### config.mk
export PLATFORM = sky130hd
export DESIGN_NAME = priority_thread_scheduler_core
export DESIGN_NICKNAME = d
export VERILOG_FILES = /design/src/rtl/core/psched_pkg.sv /design/src/rtl/core/priority_thread_scheduler_core.sv /design/src/rtl/core/psched_front.sv /design/src/rtl/core/psched_back.sv
export SDC_FILE = /design/constraint.sdc
export NUM_CORES = 2
export LEC_CHECK = 0
export BUFFER_PORTS_ARGS = -buffer_cell sky130_fd_sc_hd__buf_2
export CORE_MARGIN = 1
export CORE_UTILIZATION = 60
export CTS_CLUSTER_DIAMETER = 150
export DETAILED_ROUTE_END_ITERATION = 16
export PLACE_DENSITY = 0.77
export SYNTH_ARGS = -nofsm -noshare
export SYNTH_HDL_FRONTEND = slang
export SYNTH_SLANG_ARGS = --single-unit
### constraint.sdc
create_clock -name i_clk -period 13.65 [get_ports i_clk]
set_clock_uncertainty 0.15 [all_clocks]
set_input_delay 2.73 -clock i_clk [delete_from_list [all_inputs] [get_ports i_clk]]
set_output_delay 2.73 -clock i_clk [all_outputs]
set_load 0.005 [all_outputs]
### src/rtl/core/psched_pkg.sv
package psched_pkg;

    typedef enum logic [2:0] {
        MODE_ADD_THREAD  = 3'd0,
        MODE_ADD_PERIOD  = 3'd1,
        MODE_START       = 3'd2,
        MODE_TICK        = 3'd3,
        MODE_SLEEP       = 3'd4,
        MODE_KILL_ID     = 3'd5,
        MODE_KILL_SELF   = 3'd6,
        MODE_SET_BLOCKED = 3'd7
    } t_mode;

    typedef enum logic [2:0] {
        ST_OK        = 3'd0,
        ST_LIMIT     = 3'd1,
        ST_NO_SLOT   = 3'd2,
        ST_LAST      = 3'd3,
        ST_NOT_FOUND = 3'd4,
        ST_NOT_START = 3'd5
    } t_status;

    localparam int unsigned ID_SHIFT = 16;
    localparam logic [8:0]  NO_PRIORITY = 9'd256;

    typedef struct packed {
        t_mode       mode;
        logic [7:0]  priority_req;
        logic [31:0] time_value;
        logic [31:0] thread_id;
        logic        blocked_flag;
    } t_cmd;

    typedef struct packed {
        t_status     status;
        logic [2:0]  running_slot;
        logic [31:0] running_id;
        logic [31:0] new_id;
        logic        event_fired;
        logic [2:0]  event_index;
        logic [31:0] current_time;
        logic        last;
    } t_result;

endpackage

### src/rtl/core/priority_thread_scheduler_core.sv
// Thread scheduler over a ring of MAX_SLOTS thread slots and MAX_EVENTS periodic
// events. Requests enter a two-beat command queue and are carried out by a
// sequencer that touches one slot or one event per cycle unless a waiting result
// stalls it, so the cost of a request is set by those scans: an add or a request
// refused up front needs no scan, start scans all MAX_SLOTS slots, a kill by id or
// set_blocked searches up to MAX_SLOTS slots for the id and then reschedules once
// started, and a reschedule walks the live threads and then the MAX_EVENTS events.
// A tick scans the events, then every slot for wake-ups, then reschedules; fired
// event beats do not slow it while results are taken at once, and each waiting
// beat stalls the scan. Results leave through a one-beat output register; a tick
// gives one result beat per fired event, in event order, before its final beat.
module priority_thread_scheduler_core #(
    parameter int unsigned MAX_SLOTS  = 8,
    parameter int unsigned MAX_EVENTS = 8
) (
    input  logic        i_clk,
    input  logic        i_rst_n,
    input  logic        push,
    output logic        full,
    input  logic [2:0]  i_mode,
    input  logic [7:0]  i_priority_req,
    input  logic [31:0] i_time_value,
    input  logic [31:0] i_thread_id,
    input  logic        i_blocked_flag,
    output logic        empty,
    input  logic        pop,
    output logic [2:0]  o_status,
    output logic [2:0]  o_running_slot,
    output logic [31:0] o_running_id,
    output logic [31:0] o_new_id,
    output logic        o_event_fired,
    output logic [2:0]  o_event_index,
    output logic [31:0] o_current_time,
    output logic        o_last
);
    import psched_pkg::*;

    t_cmd    w_cmd;
    logic    w_cmd_valid;
    logic    w_cmd_take;
    logic    w_res_valid;
    t_result w_res;

    psched_front u_front (
        .i_clk          (i_clk),
        .i_rst_n        (i_rst_n),
        .i_push         (push),
        .o_full         (full),
        .i_mode         (i_mode),
        .i_priority_req (i_priority_req),
        .i_time_value   (i_time_value),
        .i_thread_id    (i_thread_id),
        .i_blocked_flag (i_blocked_flag),
        .o_cmd_valid    (w_cmd_valid),
        .i_cmd_take     (w_cmd_take),
        .o_cmd          (w_cmd)
    );

    psched_back #(
        .MAX_SLOTS  (MAX_SLOTS),
        .MAX_EVENTS (MAX_EVENTS)
    ) u_back (
        .i_clk       (i_clk),
        .i_rst_n     (i_rst_n),
        .i_cmd_valid (w_cmd_valid),
        .o_cmd_take  (w_cmd_take),
        .i_cmd       (w_cmd),
        .o_res_valid (w_res_valid),
        .i_res_take  (pop),
        .o_res       (w_res)
    );

    assign empty          = !w_res_valid;
    assign o_status       = w_res.status;
    assign o_running_slot = w_res.running_slot;
    assign o_running_id   = w_res.running_id;
    assign o_new_id       = w_res.new_id;
    assign o_event_fired  = w_res.event_fired;
    assign o_event_index  = w_res.event_index;
    assign o_current_time = w_res.current_time;
    assign o_last         = w_res.last;

endmodule

### src/rtl/core/psched_front.sv
module psched_front (
    input  logic              i_clk,
    input  logic              i_rst_n,
    input  logic              i_push,
    output logic              o_full,
    input  logic [2:0]        i_mode,
    input  logic [7:0]        i_priority_req,
    input  logic [31:0]       i_time_value,
    input  logic [31:0]       i_thread_id,
    input  logic              i_blocked_flag,
    output logic              o_cmd_valid,
    input  logic              i_cmd_take,
    output psched_pkg::t_cmd  o_cmd
);
    import psched_pkg::*;

    t_cmd       r_q [2];
    logic       r_wp;
    logic       r_rp;
    logic [1:0] r_cnt;
    logic       c_wr;
    logic       c_rd;
    t_cmd       c_in;

    always_comb begin
        c_in.mode         = t_mode'(i_mode);
        c_in.priority_req = i_priority_req;
        c_in.time_value   = i_time_value;
        c_in.thread_id    = i_thread_id;
        c_in.blocked_flag = i_blocked_flag;
    end

    assign o_full      = (r_cnt == 2'd2);
    assign o_cmd_valid = (r_cnt != 2'd0);
    assign o_cmd       = r_q[r_rp];
    assign c_wr        = i_push && !o_full;
    assign c_rd        = i_cmd_take && o_cmd_valid;

    always_ff @(posedge i_clk) begin
        if (c_wr) begin
            r_q[r_wp] <= c_in;
        end
        if (!i_rst_n) begin
            r_wp  <= 1'b0;
            r_rp  <= 1'b0;
            r_cnt <= 2'd0;
        end else begin
            if (c_wr) r_wp <= !r_wp;
            if (c_rd) r_rp <= !r_rp;
            r_cnt <= r_cnt + 2'(c_wr) - 2'(c_rd);
        end
    end

endmodule

### src/rtl/core/psched_back.sv
module psched_back #(
    parameter int unsigned MAX_SLOTS  = 8,
    parameter int unsigned MAX_EVENTS = 8
) (
    input  logic                 i_clk,
    input  logic                 i_rst_n,
    input  logic                 i_cmd_valid,
    output logic                 o_cmd_take,
    input  psched_pkg::t_cmd     i_cmd,
    output logic                 o_res_valid,
    input  logic                 i_res_take,
    output psched_pkg::t_result  o_res
);
    import psched_pkg::*;

    localparam int unsigned SW  = $clog2(MAX_SLOTS);
    localparam int unsigned CW  = $clog2(MAX_SLOTS + 1);
    localparam int unsigned EW  = (MAX_EVENTS > 1) ? $clog2(MAX_EVENTS) : 1;
    localparam int unsigned ECW = $clog2(MAX_EVENTS + 1);

    typedef enum logic [3:0] {
        S_IDLE, S_START, S_EVT, S_WAKE, S_FIND, S_RPREP, S_RESCH, S_FIRE, S_DONE
    } t_state;

    t_state          r_state;
    t_cmd            r_cmd;
    t_status         r_status;
    logic [31:0]     r_newid;
    logic [2:0]      r_idx;

    logic [MAX_SLOTS-1:0] r_alive;
    logic [MAX_SLOTS-1:0] r_asleep;
    logic [MAX_SLOTS-1:0] r_blocked;
    logic [7:0]      r_prio  [MAX_SLOTS];
    logic [31:0]     r_wake  [MAX_SLOTS];
    logic [31:0]     r_ident [MAX_SLOTS];
    logic [SW-1:0]   r_next  [MAX_SLOTS];
    logic [SW-1:0]   r_prev  [MAX_SLOTS];
    logic [CW-1:0]   r_live;
    logic [15:0]     r_idcnt;
    logic [SW-1:0]   r_run;
    logic            r_started;
    logic [31:0]     r_tick;
    logic [ECW-1:0]  r_ecnt;
    logic [31:0]     r_period [MAX_EVENTS];
    logic [31:0]     r_due    [MAX_EVENTS];
    logic [MAX_EVENTS-1:0] r_fired;

    logic [CW-1:0]   r_i;
    logic [ECW-1:0]  r_e;
    logic [8:0]      r_best;
    logic [SW-1:0]   r_pick;
    logic            r_found;
    logic [SW-1:0]   r_walk;

    logic            r_ov;
    t_result         r_out;

    logic            c_out_free;
    logic            c_emit;
    logic [SW-1:0]   c_free;
    logic            c_free_any;
    logic [SW-1:0]   c_head;
    logic [SW-1:0]   c_si;
    logic            c_take;
    t_status         c_status;
    t_state          c_go;

    always_comb begin
        c_free     = '0;
        c_free_any = 1'b0;
        c_head     = '0;
        for (int k = MAX_SLOTS - 1; k >= 0; k--) begin
            if (!r_alive[k]) begin
                c_free     = SW'(k);
                c_free_any = 1'b1;
            end else begin
                c_head = SW'(k);
            end
        end
    end

    // Outcome of the command at the head of the queue and the step that carries it out.
    always_comb begin
        c_status = ST_OK;
        c_go     = S_DONE;
        unique case (i_cmd.mode)
            MODE_ADD_THREAD: begin
                if (r_live == CW'(MAX_SLOTS)) c_status = ST_LIMIT;
                else if (!c_free_any) c_status = ST_NO_SLOT;
            end
            MODE_ADD_PERIOD: begin
                if (r_ecnt == ECW'(MAX_EVENTS)) c_status = ST_LIMIT;
            end
            MODE_START: begin
                if (!r_started) begin
                    if (r_live == '0) c_status = ST_NOT_FOUND;
                    else c_go = S_START;
                end
            end
            MODE_TICK: begin
                if (!r_started) c_status = ST_NOT_START;
                else c_go = S_EVT;
            end
            MODE_SLEEP: begin
                if (!r_started) c_status = ST_NOT_START;
                else c_go = S_RPREP;
            end
            MODE_KILL_ID: begin
                if (r_live == CW'(1)) c_status = ST_LAST;
                else c_go = S_FIND;
            end
            MODE_KILL_SELF: begin
                if (!r_started) c_status = ST_NOT_START;
                else if (r_live == CW'(1)) c_status = ST_LAST;
                else c_go = S_RPREP;
            end
            MODE_SET_BLOCKED: c_go = S_FIND;
            default: c_go = S_DONE;
        endcase
    end

    assign c_si       = r_i[SW-1:0];
    assign c_out_free = !r_ov || i_res_take;
    assign c_emit     = c_out_free &&
                        ((r_state == S_DONE) ||
                         ((r_state == S_FIRE) && (r_e != ECW'(MAX_EVENTS)) &&
                          r_fired[r_e[EW-1:0]]));
    assign o_cmd_take = (r_state == S_IDLE);
    assign o_res_valid = r_ov;
    assign o_res      = r_out;
    // Candidate test shared by the start scan and the ring walk.
    assign c_take     = (r_state == S_START) ?
                        (r_alive[c_si] && ({1'b0, r_prio[c_si]} < r_best)) :
                        (r_alive[r_walk] && !r_asleep[r_walk] && !r_blocked[r_walk] &&
                         ({1'b0, r_prio[r_walk]} < r_best));

    always_ff @(posedge i_clk) begin
        if (!i_rst_n) begin
            r_state   <= S_IDLE;
            r_alive   <= '0;
            r_asleep  <= '0;
            r_blocked <= '0;
            r_live    <= '0;
            r_idcnt   <= '0;
            r_run     <= '0;
            r_started <= 1'b0;
            r_tick    <= '0;
            r_ecnt    <= '0;
            r_fired   <= '0;
            r_ov      <= 1'b0;
            for (int k = 0; k < MAX_SLOTS; k++) r_wake[k] <= '0;
        end else begin
            r_ov <= c_emit || (r_ov && !i_res_take);
            unique case (r_state)
                S_IDLE: begin
                    if (i_cmd_valid) begin
                        r_cmd    <= i_cmd;
                        r_status <= c_status;
                        r_newid  <= (i_cmd.mode == MODE_ADD_THREAD && c_status == ST_OK) ?
                                    {r_idcnt, 16'(c_free)} : 32'd0;
                        r_idx    <= (i_cmd.mode == MODE_ADD_PERIOD && c_status == ST_OK) ?
                                    3'(r_ecnt) : 3'd0;
                        r_i      <= '0;
                        r_e      <= '0;
                        r_best   <= NO_PRIORITY;
                        r_pick   <= '0;
                        r_state  <= c_go;
                        if (c_status == ST_OK) begin
                            unique case (i_cmd.mode)
                                MODE_ADD_THREAD: begin
                                    if (r_live == '0) begin
                                        r_next[c_free] <= c_free;
                                        r_prev[c_free] <= c_free;
                                    end else if (r_started) begin
                                        r_prev[c_free]      <= r_run;
                                        r_next[c_free]      <= r_next[r_run];
                                        r_next[r_run]       <= c_free;
                                        r_prev[r_next[r_run]] <= c_free;
                                    end else begin
                                        r_prev[c_free]        <= r_prev[c_head];
                                        r_next[c_free]        <= c_head;
                                        r_next[r_prev[c_head]] <= c_free;
                                        r_prev[c_head]        <= c_free;
                                    end
                                    r_asleep[c_free]  <= 1'b0;
                                    r_wake[c_free]    <= '0;
                                    r_blocked[c_free] <= 1'b0;
                                    r_prio[c_free]    <= i_cmd.priority_req;
                                    r_ident[c_free]   <= {r_idcnt, 16'(c_free)};
                                    r_idcnt           <= r_idcnt + 16'd1;
                                    r_alive[c_free]   <= 1'b1;
                                    r_live            <= r_live + CW'(1);
                                end
                                MODE_ADD_PERIOD: begin
                                    r_period[r_ecnt[EW-1:0]] <= i_cmd.time_value;
                                    r_due[r_ecnt[EW-1:0]]    <= r_tick + i_cmd.time_value;
                                    r_ecnt <= r_ecnt + ECW'(1);
                                end
                                MODE_TICK: begin
                                    r_tick  <= r_tick + 32'd1;
                                    r_fired <= '0;
                                end
                                MODE_SLEEP: begin
                                    r_wake[r_run]   <= r_tick + i_cmd.time_value;
                                    r_asleep[r_run] <= 1'b1;
                                end
                                MODE_KILL_SELF: begin
                                    r_prev[r_next[r_run]] <= r_prev[r_run];
                                    r_next[r_prev[r_run]] <= r_next[r_run];
                                    r_alive[r_run]        <= 1'b0;
                                    r_live                <= r_live - CW'(1);
                                end
                                default: begin
                                end
                            endcase
                        end
                    end
                end
                S_START: begin
                    if (c_take) begin
                        r_best <= {1'b0, r_prio[c_si]};
                        r_pick <= c_si;
                    end
                    r_i <= r_i + CW'(1);
                    if (r_i == CW'(MAX_SLOTS - 1)) begin
                        r_run     <= c_take ? c_si : r_pick;
                        r_started <= 1'b1;
                        r_state   <= S_DONE;
                    end
                end
                S_EVT: begin
                    if (r_e >= r_ecnt) begin
                        r_i     <= '0;
                        r_state <= S_WAKE;
                    end else begin
                        if (r_due[r_e[EW-1:0]] <= r_tick) begin
                            r_due[r_e[EW-1:0]]   <= r_tick + r_period[r_e[EW-1:0]];
                            r_fired[r_e[EW-1:0]] <= 1'b1;
                        end
                        r_e <= r_e + ECW'(1);
                    end
                end
                S_WAKE: begin
                    if (r_asleep[c_si] && r_wake[c_si] <= r_tick) begin
                        r_asleep[c_si] <= 1'b0;
                        r_wake[c_si]   <= '0;
                    end
                    r_i <= r_i + CW'(1);
                    if (r_i == CW'(MAX_SLOTS - 1)) r_state <= S_RPREP;
                end
                S_FIND: begin
                    if (r_alive[c_si] && r_ident[c_si] == r_cmd.thread_id) begin
                        if (r_cmd.mode == MODE_KILL_ID) begin
                            r_prev[r_next[c_si]] <= r_prev[c_si];
                            r_next[r_prev[c_si]] <= r_next[c_si];
                            r_alive[c_si]        <= 1'b0;
                            r_live               <= r_live - CW'(1);
                        end else begin
                            r_blocked[c_si] <= r_cmd.blocked_flag;
                        end
                        r_state <= r_started ? S_RPREP : S_DONE;
                    end else if (r_i == CW'(MAX_SLOTS - 1)) begin
                        r_status <= ST_NOT_FOUND;
                        r_state  <= S_DONE;
                    end
                    r_i <= r_i + CW'(1);
                end
                S_RPREP: begin
                    // Links written by an unlink in the previous cycle are settled here.
                    r_walk  <= r_next[r_run];
                    r_i     <= '0;
                    r_best  <= NO_PRIORITY;
                    r_found <= 1'b0;
                    r_pick  <= r_run;
                    r_state <= S_RESCH;
                end
                S_RESCH: begin
                    if (r_i >= r_live) begin
                        if (r_found) r_run <= r_pick;
                        else if (!r_alive[r_run]) r_run <= r_next[r_run];
                        r_e     <= '0;
                        r_state <= S_FIRE;
                    end else begin
                        if (c_take) begin
                            r_best  <= {1'b0, r_prio[r_walk]};
                            r_pick  <= r_walk;
                            r_found <= 1'b1;
                        end
                        r_walk <= r_next[r_walk];
                        r_i    <= r_i + CW'(1);
                    end
                end
                S_FIRE: begin
                    if (r_e == ECW'(MAX_EVENTS)) begin
                        r_state <= S_DONE;
                    end else if (!r_fired[r_e[EW-1:0]]) begin
                        r_e <= r_e + ECW'(1);
                    end else if (c_out_free) begin
                        r_out.status          <= ST_OK;
                        r_out.running_slot    <= 3'(r_run);
                        r_out.running_id      <= r_ident[r_run];
                        r_out.new_id          <= '0;
                        r_out.event_fired     <= 1'b1;
                        r_out.event_index     <= 3'(r_e);
                        r_out.current_time    <= r_tick;
                        r_out.last            <= 1'b0;
                        r_fired[r_e[EW-1:0]]  <= 1'b0;
                        r_e                   <= r_e + ECW'(1);
                    end
                end
                S_DONE: begin
                    if (c_out_free) begin
                        r_out.status       <= r_status;
                        r_out.running_slot <= r_started ? 3'(r_run) : 3'd0;
                        r_out.running_id   <= r_started ? r_ident[r_run] : 32'd0;
                        r_out.new_id       <= r_newid;
                        r_out.event_fired  <= 1'b0;
                        r_out.event_index  <= r_idx;
                        r_out.current_time <= r_tick;
                        r_out.last         <= 1'b1;
                        r_state            <= S_IDLE;
                    end
                end
                default: r_state <= S_IDLE;
            endcase
        end
    end

`ifndef ASSERT_OFF
    a_live_bound: assert property (@(posedge i_clk) disable iff (!i_rst_n)
        r_live <= CW'(MAX_SLOTS))
        else $error("live thread count exceeds the slot table");
    a_live_count: assert property (@(posedge i_clk) disable iff (!i_rst_n)
        (r_state == S_IDLE) |-> ($countones(r_alive) == int'(r_live)))
        else $error("live thread count disagrees with the alive flags");
    a_run_alive: assert property (@(posedge i_clk) disable iff (!i_rst_n)
        (r_state == S_IDLE && r_started) |-> r_alive[r_run])
        else $error("running slot is not a live thread");
`endif

endmodule

==> reports/results.ini <==
[job]
max_cap_viol_count = 0

[synthesis]
synth_area_per_cell_um2 = 15.0
synthAdderAreaFrac_pct = 3.03
yosysSeqAreaShare_pct = 63.2
ys_types = 93
synth_edf_count = 1350
ys_seq_elements = 1464
synth_common_cells = 1350 x edfxtp_1, 475 x nor2_1, 316 x mux4_2, 252 x nand2_1, 215 x mux2_2
async_flop_share_pct = 0
syn_inst = 4516
synth_area_um2 = 67800
synth-compound-area-share_pct = 5.59
yosys-mux-area-fraction_pct = 16.4
synth-simple-area-share_pct = 7.76
ys.warnings.count = 0
yosysTopAreaCellShare_pct = 59.8
synthXorXnorAreaFrac_pct = 1.56
synth_top_family_by_area = multiplexers
yosysMostFrequentCell = edfxtp_1
synth_area_leaders = edfxtp_1 60%, mux4_2 11%, mux2_2 3.6%
yosys.area.top_type = edfxtp_1
synth_flop_cell = edfxtp_1

[cts]
htreeDepth = 4
cts_setup_buffers = 0
cts_tree = built
clk_latency_ns = 0.78
cts_made_buffers = 148
cts_root_buf = clkbuf_16
clk_pin_slew_ns = 0.06
cts_buffer_depth = 3
hold_buffers = 0
cts_sinks = 1464
cts_resized = 0

[drt]
viasPerCell = 6.56
top_layer = met5
wl_met1_um = 68600
antenna_left = 0
wl_um = 170000
wl_per_cell_um = 27.1
dr_wl_met3_um = 19100
drtPass1Iterations = 5
route.vias.total = 41242
wl_met2_um = 77500
drt_iter0_markers = 5086
drc = 0

[setup_path]
arrival_ns = 7.17
start_kind = register
cp_slowest_cell = dfxtp_4
max_stage_delay_ns = 0.95
worst_setup_path_end_kind = register
criticalPathCategory = register to register
cp_max_fo = 44
worstPathCellList = buf_4 -> mux4_2 -> mux2_2 -> ha_1 -> a21o_1 -> a21o_1 -> a21oi_1 -> o21ai_0 -> a21oi_1 -> o21ai_0 -> a2111oi_0 -> o21ai_0 -> or2_1 -> buf_4 -> nand2_1 -> buf_4
reg2reg_slack_ns = 6.76
crit_required_ns = 13.93

[sta]
hold_viol_final = 0
drv_slew = 0
rsz0062_at_grt = false
setup_tns_ns = 0
setup_viol = 0
holdWs_ns = 0.322
min_period_ns = 6.89
finalCritPeriodShare_pct = 50.5
tightest_slew_ns = 1.31
fmax_mhz = 145
slew-limit-headroom_pct = 11.4

[grt]
grt_pass1_wl_um = 253000
grtUsageTotal_pct = 30.1
antenna_found_initial = 6
first_global_vias = 40466
gr-total-overflow = 0
grt_max_degree = 73

[finish]
drive_above_1_share_pct = 22.3
area_growth_syn_to_layout_pct = 10.5
n_antenna_cell = 0
nets = 4923

[run_status]
status = finished clean

[floorplanning]
die-height_um = 338
die_w_um = 338
pin_count = 189
start_util_pct = 60.9
fp-row-count = 122
dieArea_um2 = 114000
core_area_um2 = 111000

[worst_hold_path]
min_path_type = register to register

[pwr]
p_per_area_nw_per_um2 = 176
p_leak_nw = 25.5
peakVddDrop_v = 0.000134

[placement]
dpl.hpwl_um = 109000
gp_congestion = 0.984
portBuffers = 162

## critical path: cells and delay by family, from the launching register on
kind	cells	cell delay [ns]
AOI/OAI and AO/OA	8	2.03
and+or+nand+nor	2	0.84
buffers and inverters	3	1.30
muxes	2	0.88
DFF	1	0.95
adders and majority gates	1	0.30
## sequential cells by signal (all words and copies together), names as in the netlist, 8 cells and up, named ones only
register,cells
u_back.r_wake,256
u_back.r_blocked,8
u_back.r_tick,32
u_back.r_idcnt,16
u_back.r_fired,8
u_back.r_ident,152
u_back.r_best,9
u_back.r_asleep,8
u_back.r_prio,64
u_back.r_period,256
u_back.o_res,81
u_back.r_cmd,36
u_front.r_q,152
u_back.r_due,256
u_back.r_newid,19
u_back.r_next,24
u_back.r_prev,24
u_back.r_alive,8
## per-layer routing
| metal | track usage (%) | vias up |
|---|---|---|
| met5 | 0 | - |
| met4 | 9.78 | 8 |
| met3 | 7.04 | 366 |
| met2 | 45.4 | 2436 |
| met1 | 43.5 | 20616 |
| li1 | - | 17816 |
## final timing paths
check,to,depth (start not counted),from
setup reg to reg,u_back.r_wake[5][20]$_SDFFCE_PN0P_,16,register
hold reg to reg,u_back.r_fired[3]$_SDFFE_PN0P_,2,u_back.r_fired[3]$_SDFFE_PN0P_
hold / removal,u_back.r_fired[3]$_SDFFE_PN0P_,2,u_back.r_fired[3]$_SDFFE_PN0P_
setup / recovery,u_back.r_wake[5][20]$_SDFFCE_PN0P_,16,register
## final cells by class
cell class,instances,area (um2)
clock buffers,199,4040
clock inverters,72,726
fillers,7464,36400
inverters,101,379
multi-input cells,2716,23600
flip-flops and latches,1464,42900
well taps,1488,1860
repair buffers,249,1460
## through the flow
| stage | std cells | cell area, um2 | utilization, % | total power, W | worst slack (ns) |
|---|---|---|---|---|---|
| after floorplan | 4541 | 67900 | - | 0.00824 | 5.35 |
| after global placement | 6018 | 70100 | 63.0 | 0.00918 | 6.58 |
| after detailed placement | 6018 | 70100 | 63.0 | 0.00926 | 6.44 |
| after CTS | 6289 | 74900 | 67.3 | 0.0132 | 6.66 |
| after global routing | 6289 | 74900 | 67.3 | 0.0137 | 6.22 |
| final | 6289 | 74900 | 67.3 | 0.0132 | 6.76 |
## placed cells by master (no fill, tap or decap), drive strengths merged, types with 21 or more instances in the layout
master / synthesis / final
edfxtp: 1350 / 1350
nor2: 475 / 475
mux4: 320 / 320
nand2: 253 / 253
buf: 117 / 249
mux2: 215 / 215
clkbuf: 143 / 199
ha: 161 / 161
o21ai: 157 / 157
a21oi: 152 / 152
mux2i: 145 / 145
dfxtp: 114 / 114
inv: 100 / 104
xnor2: 80 / 80
nor3: 74 / 74
a21o: 69 / 69
nand3: 67 / 67
clkinv: 1 / 55
and3: 52 / 52
xor2: 38 / 38
nand4: 36 / 36
and2: 32 / 32
conb: 1 / 26
nor2b: 24 / 24
nand2b: 23 / 23
a211oi: 23 / 23
o21a: 21 / 21
## power breakdown
group / switching [W] / leakage, nW / internal, W
sequential: 0.000283 / 13.5 / 0.00535
combinational: 0.00204 / 9.71 / 0.00158
clock: 0.00172 / 2.30 / 0.00225
## logic make-up (layout without fill, tap and decap cells)
logic type	after synthesis	count (layout)
AO/OA/AOI/OAI	594	594
XOR/XNOR	119	119
adder cells (fa/ha/maj)	163	163
buffers and inverters	361	621
flip-flops	1464	1464
multiplexers	680	680
other	1	26
AND/OR/NAND/NOR	1134	1134
(Power assumes the default switching activity.)
